--- src/rtl/apf_pkg.sv ---
`timescale 1ns / 1ps
// ---------------------------------------------------------------------------
// apf_pkg: shared types and constants for the articulation point finder
// Payload structs, command codes and controller/datapath handshake structs.
// ---------------------------------------------------------------------------
package apf_pkg;

   localparam int VERTEX_W     = 6;
   localparam int CFG_W        = 7;
   localparam int MAX_VERT_DEF = 64;
   localparam logic [CFG_W-1:0] VCOUNT_RESET = 7'd64;

   // request opcodes
   localparam logic OP_ADD = 1'b0;
   localparam logic OP_RUN = 1'b1;

   // datapath commands
   localparam int CMD_W = 4;
   localparam logic [CMD_W-1:0] CMD_NOP      = 4'd0;
   localparam logic [CMD_W-1:0] CMD_ACCEPT   = 4'd1;
   localparam logic [CMD_W-1:0] CMD_EDGE_RDA = 4'd2;
   localparam logic [CMD_W-1:0] CMD_EDGE_WRA = 4'd3;
   localparam logic [CMD_W-1:0] CMD_EDGE_RDB = 4'd4;
   localparam logic [CMD_W-1:0] CMD_EDGE_WRB = 4'd5;
   localparam logic [CMD_W-1:0] CMD_RUN_INIT = 4'd6;
   localparam logic [CMD_W-1:0] CMD_ROOT_SKIP = 4'd7;
   localparam logic [CMD_W-1:0] CMD_PUSH_ROOT = 4'd8;
   localparam logic [CMD_W-1:0] CMD_LOAD_ROW = 4'd9;
   localparam logic [CMD_W-1:0] CMD_SCAN     = 4'd10;
   localparam logic [CMD_W-1:0] CMD_POP      = 4'd11;
   localparam logic [CMD_W-1:0] CMD_BACK     = 4'd12;
   localparam logic [CMD_W-1:0] CMD_WALK_END = 4'd13;
   localparam logic [CMD_W-1:0] CMD_EMIT     = 4'd14;
   localparam logic [CMD_W-1:0] CMD_CLEAR    = 4'd15;

   typedef struct packed {
      logic                opcode;
      logic [VERTEX_W-1:0] from_vertex;
      logic [VERTEX_W-1:0] to_vertex;
   } req_type;

   typedef struct packed {
      logic [VERTEX_W-1:0] ap_vertex;
      logic [VERTEX_W-1:0] ap_count;
      logic                none_found;
      logic                bad_edge_seen;
      logic                is_last;
   } rsp_type;

   typedef struct packed {
      logic [CMD_W-1:0] op;
   } cmd_type;

   typedef struct packed {
      logic req_add;
      logic req_bad;
      logic root_done;
      logic root_visited;
      logic scan_done;
      logic scan_back;
      logic scan_push;
      logic depth_one;
      logic emit_done;
   } status_type;

endpackage

--- src/rtl/apf_ctrl.sv ---
`timescale 1ns / 1ps
// ---------------------------------------------------------------------------
// apf_ctrl: sequencer for edge loads, the depth-first walk and emission
// Picks one datapath command per cycle from the datapath status.
// ---------------------------------------------------------------------------
module apf_ctrl (
   input  logic                clock,
   input  logic                reset,
   input  logic                req_valid,
   output logic                req_stall,
   input  apf_pkg::status_type st,
   output apf_pkg::cmd_type    cmd
);

   localparam logic [3:0] S_IDLE  = 4'd0;
   localparam logic [3:0] S_EA_RD = 4'd1;
   localparam logic [3:0] S_EA_WR = 4'd2;
   localparam logic [3:0] S_EB_RD = 4'd3;
   localparam logic [3:0] S_EB_WR = 4'd4;
   localparam logic [3:0] S_INIT  = 4'd5;
   localparam logic [3:0] S_ROOT  = 4'd6;
   localparam logic [3:0] S_LOAD  = 4'd7;
   localparam logic [3:0] S_SCAN  = 4'd8;
   localparam logic [3:0] S_POP   = 4'd9;
   localparam logic [3:0] S_BACK  = 4'd10;
   localparam logic [3:0] S_WEND  = 4'd11;
   localparam logic [3:0] S_EMIT  = 4'd12;
   localparam logic [3:0] S_CLEAR = 4'd13;

   logic [3:0] state_ff;
   logic [3:0] state_in;

   assign req_stall = (state_ff != S_IDLE);

   // next state and command
   always_comb begin
      state_in = state_ff;
      cmd.op   = apf_pkg::CMD_NOP;
      unique case (state_ff)
         S_IDLE: begin
            if (req_valid) begin
               cmd.op = apf_pkg::CMD_ACCEPT;
               if (!st.req_add) begin
                  state_in = S_INIT;
               end else if (!st.req_bad) begin
                  state_in = S_EA_RD;
               end
            end
         end
         S_EA_RD: begin
            cmd.op   = apf_pkg::CMD_EDGE_RDA;
            state_in = S_EA_WR;
         end
         S_EA_WR: begin
            cmd.op   = apf_pkg::CMD_EDGE_WRA;
            state_in = S_EB_RD;
         end
         S_EB_RD: begin
            cmd.op   = apf_pkg::CMD_EDGE_RDB;
            state_in = S_EB_WR;
         end
         S_EB_WR: begin
            cmd.op   = apf_pkg::CMD_EDGE_WRB;
            state_in = S_IDLE;
         end
         S_INIT: begin
            cmd.op   = apf_pkg::CMD_RUN_INIT;
            state_in = S_ROOT;
         end
         S_ROOT: begin
            if (st.root_done) begin
               state_in = S_EMIT;
            end else if (st.root_visited) begin
               cmd.op = apf_pkg::CMD_ROOT_SKIP;
            end else begin
               cmd.op   = apf_pkg::CMD_PUSH_ROOT;
               state_in = S_LOAD;
            end
         end
         S_LOAD: begin
            cmd.op   = apf_pkg::CMD_LOAD_ROW;
            state_in = S_SCAN;
         end
         S_SCAN: begin
            cmd.op = apf_pkg::CMD_SCAN;
            priority if (st.scan_done) begin
               state_in = st.depth_one ? S_WEND : S_POP;
            end else if (st.scan_back) begin
               state_in = S_BACK;
            end else if (st.scan_push) begin
               state_in = S_LOAD;
            end else begin
               state_in = S_SCAN;
            end
         end
         S_POP: begin
            cmd.op   = apf_pkg::CMD_POP;
            state_in = S_LOAD;
         end
         S_BACK: begin
            cmd.op   = apf_pkg::CMD_BACK;
            state_in = S_SCAN;
         end
         S_WEND: begin
            cmd.op   = apf_pkg::CMD_WALK_END;
            state_in = S_ROOT;
         end
         S_EMIT: begin
            cmd.op = apf_pkg::CMD_EMIT;
            if (st.emit_done) begin
               state_in = S_CLEAR;
            end
         end
         S_CLEAR: begin
            cmd.op   = apf_pkg::CMD_CLEAR;
            state_in = S_IDLE;
         end
         default: begin
            state_in = S_IDLE;
         end
      endcase
   end

   always_ff @(posedge clock) begin
      if (reset) begin
         state_ff <= S_IDLE;
      end else begin
         state_ff <= state_in;
      end
   end

endmodule

--- config.mk ---
export PLATFORM = sky130hd
export DESIGN_NAME = apf_ctrl
export DESIGN_NICKNAME = d
export VERILOG_FILES = /design/src/rtl/apf_pkg.sv /design/src/rtl/apf_ctrl.sv
export SDC_FILE = /design/constraint.sdc
export NUM_CORES = 1
export LEC_CHECK = 0
export ABC_AREA = 0
export ABC_CLOCK_PERIOD_IN_PS = 1400
export BUFFER_PORTS_ARGS = -buffer_cell sky130_fd_sc_hd__buf_2
export CORE_AREA = 2 2 39 41
export CTS_BUF_LIST = sky130_fd_sc_hd__clkbuf_4 sky130_fd_sc_hd__clkbuf_8
export DETAILED_ROUTE_END_ITERATION = 7
export DIE_AREA = 0 0 41 43
export PLACE_DENSITY = 0.71
export SLEW_MARGIN = 0
export SYNTH_ARGS = -nofsm -noshare
export SYNTH_HDL_FRONTEND = slang
export SYNTH_SLANG_ARGS = --single-unit
export TNS_END_PERCENT = 50
--- constraint.sdc ---
create_clock -name clock -period 1.4 [get_ports clock]
set_input_delay 0.28 -clock clock [delete_from_list [all_inputs] [get_ports clock]]
set_output_delay 0.28 -clock clock [all_outputs]
set_load 0.05 [all_outputs]
Yosys cells after proc, flatten, opt, wreduce, memory -nomap -nowiden

Cells that the tools add are included.

Bits in registers: 4
Bits of input ports: 12
Output and inout bits: 5
Word-level logic and storage cells: 38

Equality and inequality tests: 17
Muxes and demuxes: 15
Reductions and logical operators: 5

Operators with widths:

| kind               | number |
|---|---|
| $pmux 4 s14        | 1 |
| $mux 4             | 11 |
| $pmux 4 s10        | 1 |
| $eq 4x4->1 const B | 6 |
| $eq 4x3->1 const B | 4 |
| $eq 4x2->1 const B | 2 |
| $ne 3x3->1 const B | 2 |
| $eq 4x1->1 const B | 1 |
| $logic_not 4->1    | 1 |
| $ne 2x2->1 const B | 2 |
| $reduce_and 4->1   | 1 |
| $reduce_bool 4->1  | 1 |
| $reduce_or 2->1    | 2 |
| $mux 2             | 1 |
| $mux 1             | 1 |

Depth between registers and ports, before layout

Gate-level depths: netlist (run 1).

Word-level depth: 4
Gate-level depth with buffers: 5
Mapped depth without buffers: 4

Worst setup path after synthesis (run 1)

OpenSTA, ideal clock, no wires.

Path type: flip-flop to output port
Start point: register state_ff[1]
End point: output cmd[0] in the netlist's numbering
Arrival time: 1793 ps
Required time: 1120 ps
Slack: -673 ps
Cell stages (with the launch flop): 6
Buffers on the path: 1
Path through: dfxtp_1 buf_1 inv_1 a211oi_1 a21oi_1 o21bai_1

RTL lines:

| item                   | RTL line        | source |
|---|---|---|
| start, declared        | apf_ctrl.sv:30  | `logic [3:0] state_ff;` |
| start signal, assigned | apf_ctrl.sv:128 | `state_ff <= state_in;` |
| end, declared          | apf_ctrl.sv:12  | `output apf_pkg::cmd_type cmd` |

==> results of run 1 <==
==> per-stage QoR <==
step	hold slack, ns	utilization (%)
floorplan	0.349	-
global route	0.286	64.7
finish	0.289	64.7
detailed placement	0.513	52.1
CTS	0.274	61.4
global placement	0.510	52.1
==> worst max-delay path: cells and delay by family, from the launching register on <==
| family | cells | cell delay (ns) |
|---|---|---|
| AND/OR/NAND/NOR | 2 | 0.51 |
| AO/OA/AOI/OAI | 2 | 0.18 |
| flip-flops | 1 | 0.35 |
| buffers and inverters | 1 | 0.17 |
==> cell usage in the layout, fill, tap and decap left out, types with 2 or more instances in the layout <==
master | synthesis | final
a21oi_1 | 6 | 3
a21oi_2 | 0 | 2
buf_2 | 1 | 11
buf_4 | 0 | 24
buf_6 | 1 | 7
clkbuf_4 | 0 | 3
dfxtp_2 | 0 | 3
inv_1 | 3 | 3
nand2_1 | 5 | 5
nand3_1 | 2 | 2
nor2_1 | 8 | 5
nor2_2 | 0 | 2
nor2b_1 | 3 | 2
nor3_1 | 3 | 3
nor4_1 | 2 | 2
o21ai_0 | 7 | 6
o21bai_4 | 0 | 2
==> power by group through the flow <==
stage | clock network [mW] | registers (mW) | logic (mW)
after global routing | 0.162 | 0.216 | 1.41
after detailed placement | 0 | 0.194 | 1.01
after global placement | 0 | 0.189 | 0.979
after CTS | 0.146 | 0.203 | 1.21
after floorplan | 0 | 0.165 | 0.705
final | 0.142 | 0.215 | 1.34
==> routing by layer <==
| layer | vias up | global-route usage (%) | routed length [um] |
|---|---|---|---|
| met4 | 0 | 10.0 | 35 |
| met1 | 344 | 24.4 | 781 |
| met3 | 4 | 2.09 | 38 |
| li1 | 335 | - | - |
| met2 | 17 | 44.7 | 1100 |
| met5 | - | 0 | 0 |
==> cell type report <==
class	count	area [um2]
Tap cell	16	20.0
Timing Repair Buffer	43	329
Fill cell	136	488
Multi-Input combinational cell	55	425
Sequential cell	4	87.6
Inverter	3	11.3
Clock buffer	3	22.5
==> final timing paths <==
path | endpoint | depth (start not counted) | startpoint
max | cmd[1] | 5 | state_ff[2]
min | state_ff[3] | 2 | reset
max reg2reg | state_ff[2] | 6 | state_ff[2]
min reg2reg | state_ff[3] | 4 | state_ff[1]
==> logic make-up (layout without fill, tap and decap cells) <==
| group | after synthesis | after routing | share of synthesized area (%) |
|---|---|---|---|
| buffers and inverters | 8 | 49 | 8.54 |
| DFF | 4 | 4 | 17.6 |
| and+or+nand+nor | 29 | 29 | 35.5 |
| AOI/OAI and AO/OA | 25 | 25 | 36.1 |
| muxes | 1 | 1 | 2.20 |
==> repair_timing <==
item | in CTS | in global routing
hold buffers | 0 | 0
pin swaps | 2 | 7
buffers inserted | 4 | 1
resized for setup | 25 | 10
setup endpoints to repair | 7 | 9
==> flow_summary.toml, run 1 <==
[final_layout]
reg_top3 = "state_ff (4)"
largest_reg_flops = 4
finalInstanceArea_um2 = 896
areaGrowthSynthToFinish_pct = 97.2
stdcell_count = 124
drive_above_1_share_pct = 61.1
fin_nets = 122
regMostFlops = "state_ff"
diodes = 0

[global_routing]
antenna_found_initial = 0
grt_overflow = 0
grt_pass1_wl_mm = 2.82
grt_pass1_vias = 652
grt_usage_pct = 23.9
grt_max_degree = 11

[sta]
slew_viol_final = 0
fin_crit_sh_pct = 125
tightest_slew_ns = 0.473
maxSlewHeadroom_pct = 67.7
finalSetupViolCount = 7
fmax_ghz = 0.574
finalCriticalPeriod_ns = 1.74
hold_viol_final = 0
setup_slack_ns = -0.343
tns_ns = -1.64
skew_ns = 0.00702
rsz0062_at_grt = "true"

[place]
place_hpwl_mm = 1.32
pre_cts_ws_ns = -0.251
placedCellCount = 116
gp_congestion = 0.934
placed_cell_area_um2 = 721
port_buffers = 16

[synthesis]
netlist_area_um2 = 454
ys_async_sr_fraction_pct = 0
ys_top_cells_by_area = "dfxtp_1 18%, o21ai_0 7.7%, a21oi_1 6.6%"
synthesis.instances = 67
yosys_warnings = 0
yosysUniqueCellTypes = 32
synth-edff-count = 0
ys.flop_type = "dfxtp_1"
ys_top_cells_by_count = "8 x nor2_1, 7 x o21ai_0, 6 x a21oi_1"
syn_nets = 79
synth_top_area_share_pct = 17.6
synth.avg_cell_area_um2 = 6.78
yosysMostFrequentCell = "nor2_1"
synth_top_area_cell = "dfxtp_1"
ys_ff_latch = 4
ys_seq_area_share_pct = 17.6

[power]
switching_share_pct = 48.5
powerDensity_mw_per_mm2 = 1900
leakagePower_nw = 0.389
total_power_mw = 1.70
clockPowerShare_pct = 8.4
p_seq_share_pct = 12.6
comb_power_share_pct = 79.0
ir_drop_mv = 0.901
p_int_uw = 874
p_switching_uw = 824

[drt]
vias_per_cell = 5.65
avgRoutedWirePerCell_um = 15.8
ant_nets = 0
num_vias = 700
drc_errors = 0
firstDrtPassIters = 4
first_iter_violations = 4
routed_wl_mm = 1.96

[worst_setup_path]
critical_path_arrival_ns = 1.46
critPathRequiredTime_ns = 1.12
worst-r2r-setup-slack_ns = -0.31
crit_path_end_kind = "primary output"
path_cells = "nor3b_4 -> and4b_4 -> a21oi_4 -> o22ai_4 -> buf_6"
start_kind = "flop"
crit_path_max_incr_delay_ns = 0.35
worst_path_max_delay_cell = "dfxtp_2"
crit_type = "reg -> out"
critPathMaxFanout = 4

[clock_network]
clock_latency_ns = 0.23
root_buffer = "clkbuf_4"
cts.sinks = 4
clock_path_buffers = 2
clk_pin_slew_ns = 0.04
cts_htree_levels = 1
cts_made_buffers = 3
cts_tree = "done"

[status]
status = "complete, but fails checks"
violations = "negative setup slack"

[die]
coreArea_mm2 = 0.00138
rows = 14
pin_count = 17
die_x_um = 41
fp.dieArea_mm2 = 0.00176
die_y_um = 43
start_util_pct = 32.8

[worst_hold_path]
min_path_type = "in -> reg"

[run]
max_cap_violations = 0
Note: power is estimated with default switching activity, not from simulation.
==> run 2: changes to the inputs <==
Settings changed: REMOVE_ABC_BUFFERS set to 1.
==> flow_summary.toml, run 2 (same netlist as run 1, synthesis figures left out) <==
[status]
status = "complete, but fails checks"
violations = "negative setup slack"

[drt]
first_iter_violations = 13
routed_wl_mm = 1.87
drc_errors = 0
num_vias = 731
vias_per_cell = 5.80
avgRoutedWirePerCell_um = 14.9
firstDrtPassIters = 4
ant_nets = 0

[worst_setup_path]
crit_type = "reg -> out"
worst-r2r-setup-slack_ns = -0.12
r2r_end = "state_ff[2]"
rr_worst_depth = 8
rr_startpoint = "state_ff[2]"
critPathRequiredTime_ns = 1.12
crit_start = "state_ff[2]"
endpoint = "cmd[0]"
critPathMaxFanout = 4
start_kind = "flop"
critical_path_arrival_ns = 1.50
crit_path_end_kind = "primary output"

[final_layout]
areaGrowthSynthToFinish_pct = 97.0
diodes = 0
regMostFlops = "state_ff"
largest_reg_flops = 4
drive_above_1_share_pct = 57.3
reg_top3 = "state_ff (4)"
final_cell_mix = "24 x buf_4, 11 x buf_2, 9 x buf_6"
finalInstanceArea_um2 = 895
n_fill_cell = 99
utilization_pct = 64.6
fin_nets = 124
layout_commonest_cell = "buf_4"

[global_routing]
globalRouteMet1Util_pct = 23.8
grt_max_degree = 14
antenna_found_initial = 0
grt_overflow = 0
top_usage_layer = "met2"
use_met3_pct = 3.14
grt_usage_pct = 22.9
met2_usage_pct = 39.7
grt_pass1_vias = 691
grt_pass1_wl_mm = 2.77

[sta]
hold_viol_final = 0
fin_crit_sh_pct = 127
tns_ns = -1.48
finalSetupViolCount = 8
finalCriticalPeriod_ns = 1.78
skew_ns = 0.00467
fmax_ghz = 0.562
tightest_slew_ns = 0.411
maxSlewHeadroom_pct = 71.9
slew_viol_final = 0
rsz0062_at_grt = "true"
setup_slack_ns = -0.381

[place]
placed_cell_area_um2 = 684
gp_congestion = 0.898
pre_cts_ws_ns = -0.203
place_hpwl_mm = 1.18
port_buffers = 16

[clock_network]
clock_path_buffers = 2
cts_htree_levels = 1
clk_pin_slew_ns = 0.04
cts.sinks = 4
cts_tree = "done"
clock_latency_ns = 0.25
root_buffer = "clkbuf_4"
cts_hold_buf = 0
cts_made_buffers = 3

[die]
rows = 14
pin_count = 17
die_x_um = 41
die_y_um = 43
start_util_pct = 32.8
coreArea_mm2 = 0.00138
fp.dieArea_mm2 = 0.00176

[run]
max_cap_violations = 0

[power]
powerDensity_mw_per_mm2 = 1960
leakagePower_nw = 0.410
ir_drop_mv = 0.954

[worst_hold_path]
min_path_type = "in -> reg"
-- run 2: per-stage QoR --
step                      instances  hold WS (ns)  total power, mW
final                           126         0.242             1.76
after detailed placement        115         0.497             1.18
after CTS                       125         0.247             1.55
after global routing            126         0.265             1.85
after global placement          115         0.494             1.16
after floorplan                  62         0.349            0.759
-- run 2: worst min-delay path by stage --
stage,from,end,slack [ns],cells after the start
final,reset,state_ff[1],0.24,2
after global routing,reset,state_ff[1],0.27,2
after CTS,reset,state_ff[1],0.25,2
after detailed placement,reset,state_ff[1],0.50,2
after global placement,reset,state_ff[1],0.49,2
after floorplan,reset,state_ff[1],0.35,1
-- run 2: timing repair --
item	4_1_cts	5_1_grt
resized for setup	21	16
pin swaps	9	8
setup endpoints to repair	7	8
buffers inserted	7	1
-- run 2: worst max-delay path, stage by stage (launching register included) --
cell	delay [ns]
dfxtp_4	0.35
buf_6	0.11
nor2b_1	0.07
a211oi_2	0.26
a21oi_2	0.06
o21bai_1	0.20
buf_6	0.19
-- run 2: final cells by class --
type	instances	area, um2	area share, %
sequential	4	87.6	9.79
tap	16	20.0	2.24
multi-input combinational	55	402	44.9
inverter	3	11.3	1.26
timing repair buffer	45	352	39.3
clock buffer	3	22.5	2.52
-- run 2: routing by layer --
layer  up-vias  routed length (um)
met4         0                  66
met2        33                 973
met3        10                 111
met1       349                 721
li1        339                   -
met5         -                   0
-- run 2: power by group --
group          total [mW]  leakage, nW  switching, mW  internal, mW
logic                1.40        0.362          0.733         0.671
clock network       0.151       0.0138         0.0547        0.0964
registers           0.203       0.0347         0.0477         0.155
total                1.76        0.410          0.836         0.922
